`src/rtl/smac_pkg.sv`:
```
// shared types and constants for the shadow memory access checker
// no dependencies; used by smac_gran_alu and shadow_memory_access_checker
`default_nettype none

package smac_pkg;

  localparam int SHADOW_DEPTH_DEF = 4096;
  localparam int ADDR_W = 48;
  localparam int SIZE_W = 16;

  // item kinds
  localparam logic [2:0] KIND_CHK_RD      = 3'd0;
  localparam logic [2:0] KIND_CHK_WR      = 3'd1;
  localparam logic [2:0] KIND_UNPOISON    = 3'd2;
  localparam logic [2:0] KIND_PSN_FREED   = 3'd3;
  localparam logic [2:0] KIND_PSN_REDZONE = 3'd4;

  // configuration register indexes
  localparam logic [1:0] CFG_WINDOW_BASE  = 2'd0;
  localparam logic [1:0] CFG_FREED_CODE   = 2'd1;
  localparam logic [1:0] CFG_REDZONE_CODE = 2'd2;

  localparam logic [7:0] FREED_CODE_RST   = 8'hFF;
  localparam logic [7:0] REDZONE_CODE_RST = 8'hFE;

  typedef enum logic [2:0] {
    ST_OK           = 3'd0,
    ST_UAF          = 3'd1,
    ST_REDZONE      = 3'd2,
    ST_POISON       = 3'd3,
    ST_PARTIAL      = 3'd4,
    ST_OUTSIDE      = 3'd5,
    ST_INCONSISTENT = 3'd6,
    ST_UNALIGNED    = 3'd7
  } status_t;

  // operations of the granule unit
  typedef enum logic [2:0] {
    GOP_CHECK,
    GOP_UNALIGNED,
    GOP_PSN_SINGLE,
    GOP_PSN_HEAD,
    GOP_PSN_TAIL,
    GOP_UNP_TAIL
  } gop_t;

  typedef struct packed {
    logic       fail;
    status_t    status;
    logic       we;
    logic [7:0] wval;
  } gran_res_t;

  typedef enum logic [3:0] {
    S_CLEAR,
    S_IDLE,
    S_DIFF,
    S_RANGE,
    S_CHK,
    S_UNAL,
    S_SGL,
    S_HEAD,
    S_FILL,
    S_TAIL,
    S_FIN
  } seq_state_t;

endpackage

`default_nettype wire

```
`src/rtl/smac_gran_alu.sv`:
```
// granule unit: judges one shadow byte for a check or computes its new value for a mark
// depends on smac_pkg
`default_nettype none

module smac_gran_alu (
  input  var smac_pkg::gop_t      op,
  input  var logic [7:0]          shadow,
  input  var logic [2:0]          ofs,
  input  var logic [3:0]          len,
  input  var logic [2:0]          left,
  input  var logic [7:0]          code,
  input  var logic [7:0]          freed,
  input  var logic [7:0]          redzone,
  output smac_pkg::gran_res_t     res
);

  logic                neg;
  logic                pos;
  logic [3:0]          reach;
  smac_pkg::status_t   cls;

  assign neg   = shadow[7];
  assign pos   = !shadow[7] && (shadow != 8'd0);
  assign reach = {1'b0, ofs} + len;

  always_comb begin
    if (neg) begin
      if (shadow == freed) cls = smac_pkg::ST_UAF;
      else if (shadow == redzone) cls = smac_pkg::ST_REDZONE;
      else cls = smac_pkg::ST_POISON;
    end else begin
      cls = smac_pkg::ST_PARTIAL;
    end
  end

  always_comb begin
    res.fail   = 1'b0;
    res.status = smac_pkg::ST_OK;
    res.we     = 1'b0;
    res.wval   = code;
    case (op)
      smac_pkg::GOP_CHECK: begin
        res.fail   = neg || (pos && ({4'd0, reach} > shadow));
        res.status = cls;
      end
      smac_pkg::GOP_UNALIGNED: begin
        res.fail   = 1'b1;
        res.status = smac_pkg::ST_UNALIGNED;
      end
      smac_pkg::GOP_PSN_SINGLE: begin
        if (pos) begin
          if ({4'd0, reach} == shadow) begin
            res.we   = 1'b1;
            res.wval = (ofs == 3'd0) ? code : {5'd0, ofs};
          end else begin
            res.fail   = 1'b1;
            res.status = smac_pkg::ST_INCONSISTENT;
          end
        end
      end
      smac_pkg::GOP_PSN_HEAD: begin
        // shrink the accessible prefix down to the offset
        res.we   = (shadow == 8'd0) || (pos && ({5'd0, ofs} < shadow));
        res.wval = {5'd0, ofs};
      end
      smac_pkg::GOP_PSN_TAIL: begin
        res.we = pos && (shadow == {5'd0, left});
      end
      smac_pkg::GOP_UNP_TAIL: begin
        res.we   = neg || (pos && ({5'd0, left} > shadow));
        res.wval = {5'd0, left};
      end
      default: begin
        res.fail = 1'b0;
      end
    endcase
  end

endmodule

`default_nettype wire

```
`config.mk`:
```
export PLATFORM = sky130hd
export DESIGN_NAME = smac_gran_alu
export DESIGN_NICKNAME = d
export VERILOG_FILES = /design/src/rtl/smac_pkg.sv /design/src/rtl/smac_gran_alu.sv
export SDC_FILE = /design/constraint.sdc
export NUM_CORES = 1
export LEC_CHECK = 0
export BUFFER_PORTS_ARGS = -buffer_cell sky130_fd_sc_hd__buf_2
export CAP_MARGIN = 5
export CORE_MARGIN = 2
export CORE_UTILIZATION = 30
export DETAILED_ROUTE_END_ITERATION = 10
export SLEW_MARGIN = 20
export SYNTH_ARGS = -nofsm -noshare
export SYNTH_HDL_FRONTEND = slang
export SYNTH_SLANG_ARGS = --single-unit
export TNS_END_PERCENT = 5
```
`constraint.sdc`:
```
create_clock -name vclk -period 2.45
set_input_delay 0 -clock vclk [all_inputs]
set_output_delay 0 -clock vclk [all_outputs]
set_load 0.01 [all_outputs]
```
Yosys cells after proc, flatten, opt, wreduce, memory -nomap -nowiden
Cells that the tools add are included.

cells by class
  equality and inequality tests = 9
  order comparisons = 3
  reduce and logical (&&, ||, !) cells = 13
  add/sub/neg operators = 1
  multiplexer cells = 11

operators with widths
  cell                count
  $pmux 8 s3          1
  $eq 8x8->1          2
  $mux 13             1
  $mux 9              1
  $pmux 3 s3          1
  $eq 4x8->1          1
  $eq 8x3->1          1
  $gt 3x8->1          1
  $gt 4x8->1          1
  $logic_not 8->1     1
  $lt 3x8->1          1
  $mux 8              1
  $reduce_bool 8->1   1
  $eq 3x2->1 const B  2
  $eq 3x3->1 const B  2
  $logic_not 3->1     2
  $logic_and 1x1->1   5
  $add 3x4->4         1
  $mux 4              1
  $pmux 1 s4          1
  $eq 3x1->1 const B  1
  $logic_or 1x1->1    3
  $mux 3              1
  $pmux 1 s3          1
  other kinds (3)     3

storage, ports and cells
  bits in registers = 0
  logic and storage cells = 37
  output and inout bits = 13

Longest topological paths before layout
  depth in word-level cells = 5
  gate-level depth with buffers = 10
  gate-level depth less buffers = 10

Worst setup path before layout
OpenSTA, ideal clock, no wires.

  path kind = input-to-output
  start point = input port ofs[0]
  end point = output port res[8] in the netlist's numbering
  path slack = 0.402 ns
  required time = 2.450 ns
  data arrival time = 2.048 ns
  stages on the path = 9
  path through = ha_1 -> fa_1 -> xor2_1 -> ha_1 -> nand4_1 -> nor3_1 -> a41oi_1 -> or4_1 -> o211ai_1

RTL lines
  element      RTL line             RTL
  from (decl)  smac_gran_alu.sv:8   input var logic [2:0] ofs,
  to (decl)    smac_gran_alu.sv:14  output smac_pkg::gran_res_t res

==> key figures <==
Run status
  – Outcome: completed

Synth
  – Mapped Cells: roughly 130
  – Share of the synthesized area in the top cell type: 17.0%
  – Syn avg cell area: 7.08 um2
  – Post-synth top area cell: ha_1
  – Most frequent cell after synthesis: xnor2_1
  – Syn Nets: about 180
  – Mapped cell area: between 800 and 900 um2
  – Synth top area cells: ha_1 (17%), xnor2_1 (17%), a21oi_1 (6.2%)
  – Post-synth top cells: xnor2_1 (17), ha_1 (12), a21oi_1 (11)
  – Synth warnings: 0
  – Post-synthesis sequential area ratio: 0%
  – Yosys cell types: 35

Floorplanning
  – Die Ht: 58.3 um
  – Site Rows: 19
  – Core Area: 2780 um2
  – Total die area: 3400 um2
  – Die W: 58.3 um
  – Initial Utilization: 31.8%
  – IO Count: 58

Cells and area
  – Synth-to-layout area growth: 33.2%
  – Clkbuf count: 0
  – Post-Layout Cell Count: 208
  – Share of cells above drive strength 1: 35.6%
  – Final Cell Area: 1180 um2
  – # nets final: 237
  – FF+latch count: 0
  – # diodes: 0
  – Post-Route Utilization: 42.4%
  – Sequential cell area: 0 um2
  – Filler cell count in the final layout: 302

Route
  – Via count: between 1000 and 1500
  – Vias per cell: 5.13
  – WL per Instance: 12.7 um
  – Drt pass-1 iters: 4
  – Drt drc: 0
  – ANT nets after route: 0
  – Routed WL: 2630 um
  – Drt initial violations: 29

Timing
  – Crit share post-route: 90.7%
  – Worst relative slew slack: a little over three fifths
  – Min cycle time layout: 2.22 ns
  – Slew Limit Fails: 0
  – Hold Fails Final Rpt: 0
  – Setup TNS: 0 ns
  – Setup violators final: 0
  – Worst slew pin tran: 0.553 ns
  – FMAX: around 450 MHz
  – RSZ-0062 raised after global routing: no

Critical path
  – Crit-path cells: buf_2 > ha_1 > fa_1 > xor2_1 > ha_1 > nand4_1 > nor3_1 > a41oi_1 > or4_1 > o211ai_1 > buf_2
  – Slowest CP cell: or4_1
  – Crit path launch type: input port
  – CP max FO: 4
  – Buf/Inv on CP: 2
  – Top delay family on crit path: adder cells
  – Worst path required time: 2.45 ns
  – Largest stage delay on the critical path: between 0.4 and 0.5 ns
  – Critical path arrival: 2.22 ns
  – Nature of the critical path endpoint: primary output
  – Setup CP Type: input port to primary output

GRT
  – Global route overflow: 0
  – Vias in the first global route: 1083
  – GR Util All Layers: between 10% and 20%
  – First-pass GRT wire length: approximately 4400 um
  – Largest net degree at the start of global routing: 17
  – Antenna violations before repair: 0

Power
  – Leak Pwr: 0.563 nW
  – Power density cells: 186 nW/um2
  – Worst vdd ir: 0.0990 mV

Clock network
  – Post CTS Setup Buffer Count: 0
  – Post-cts resize count: 0
  – # hold bufs at CTS: 0

Job
  – Max capacitance violation total: 0

Placement
  – Hpwl dp: 2310 um
  – Cell Area, Placed: 1180 um2
  – Gpl congestion: 0.827
  – Port bufs: just under 60
  – Cells after DPL: around 210

Min path
  – Worst hold path type: input port to primary output
-- layout make-up --
class	instances	area, um2	area share, %
Inverter	7	26.3	2.23
Multi-Input combinational cell	111	816	69.2
Tap cell	31	38.8	3.29
Timing Repair Buffer	59	298	25.3
-- stage by stage --
step                power, mW  setup slack (ns)  hold slack [ns]
floorplan               0.132             0.402            0.133
global placement        0.214             0.249            0.286
detailed placement      0.221             0.209            0.289
CTS                     0.222             0.210            0.290
global route            0.250            0.0434            0.310
finish                  0.220             0.229            0.287
-- cells in the final DEF (no fill, tap or decap), types with 2 or more instances in the layout --
cell type	instances
xor2_1	2
nor3_1	5
or4_1	2
nand2_1	5
o211ai_1	3
xnor2_1	17
o21ai_0	3
a21oi_1	11
nor2_1	7
inv_1	7
nand2b_1	5
nand4_1	5
o21ai_1	4
nand3_1	5
and2_1	6
ha_1	12
nor2b_1	4
buf_2	58
-- routing by layer --
metal  global-route usage, %  part of all wire [%]
met1                    22.0                    45
met2                    27.9                    46
met3                    1.10                   8.1
met4                    2.66                   1.1
met5                       0                     0
-- worst paths after layout --
check | start | endpoint | slack (ns) | cells after the start
hold / removal | code[7] | res[7] | 0.29 | 3
setup / recovery | ofs[0] | res[8] | 0.23 | 11
-- worst min-delay path, cell delays in order --
cell and delay (ns):
buf_2 0.07, and2_1 0.10, buf_2 0.12
-- where the power goes --
part           internal [mW]  leakage, nW  switching, mW
sequential                 0            0              0
clock                      0            0              0
combinational          0.105        0.563          0.115
-- cells by family after synthesis --
family                     count (synthesis)  share of synthesized area (%)
AOI/OAI and AO/OA                         30                           21.1
xor gates and xnor gates                  19                           18.8
buffers and inverters                     14                           7.78
and+or+nand+nor                           49                           33.1
adders and majority gates                 13                           19.2
(Power assumes the default switching activity.)
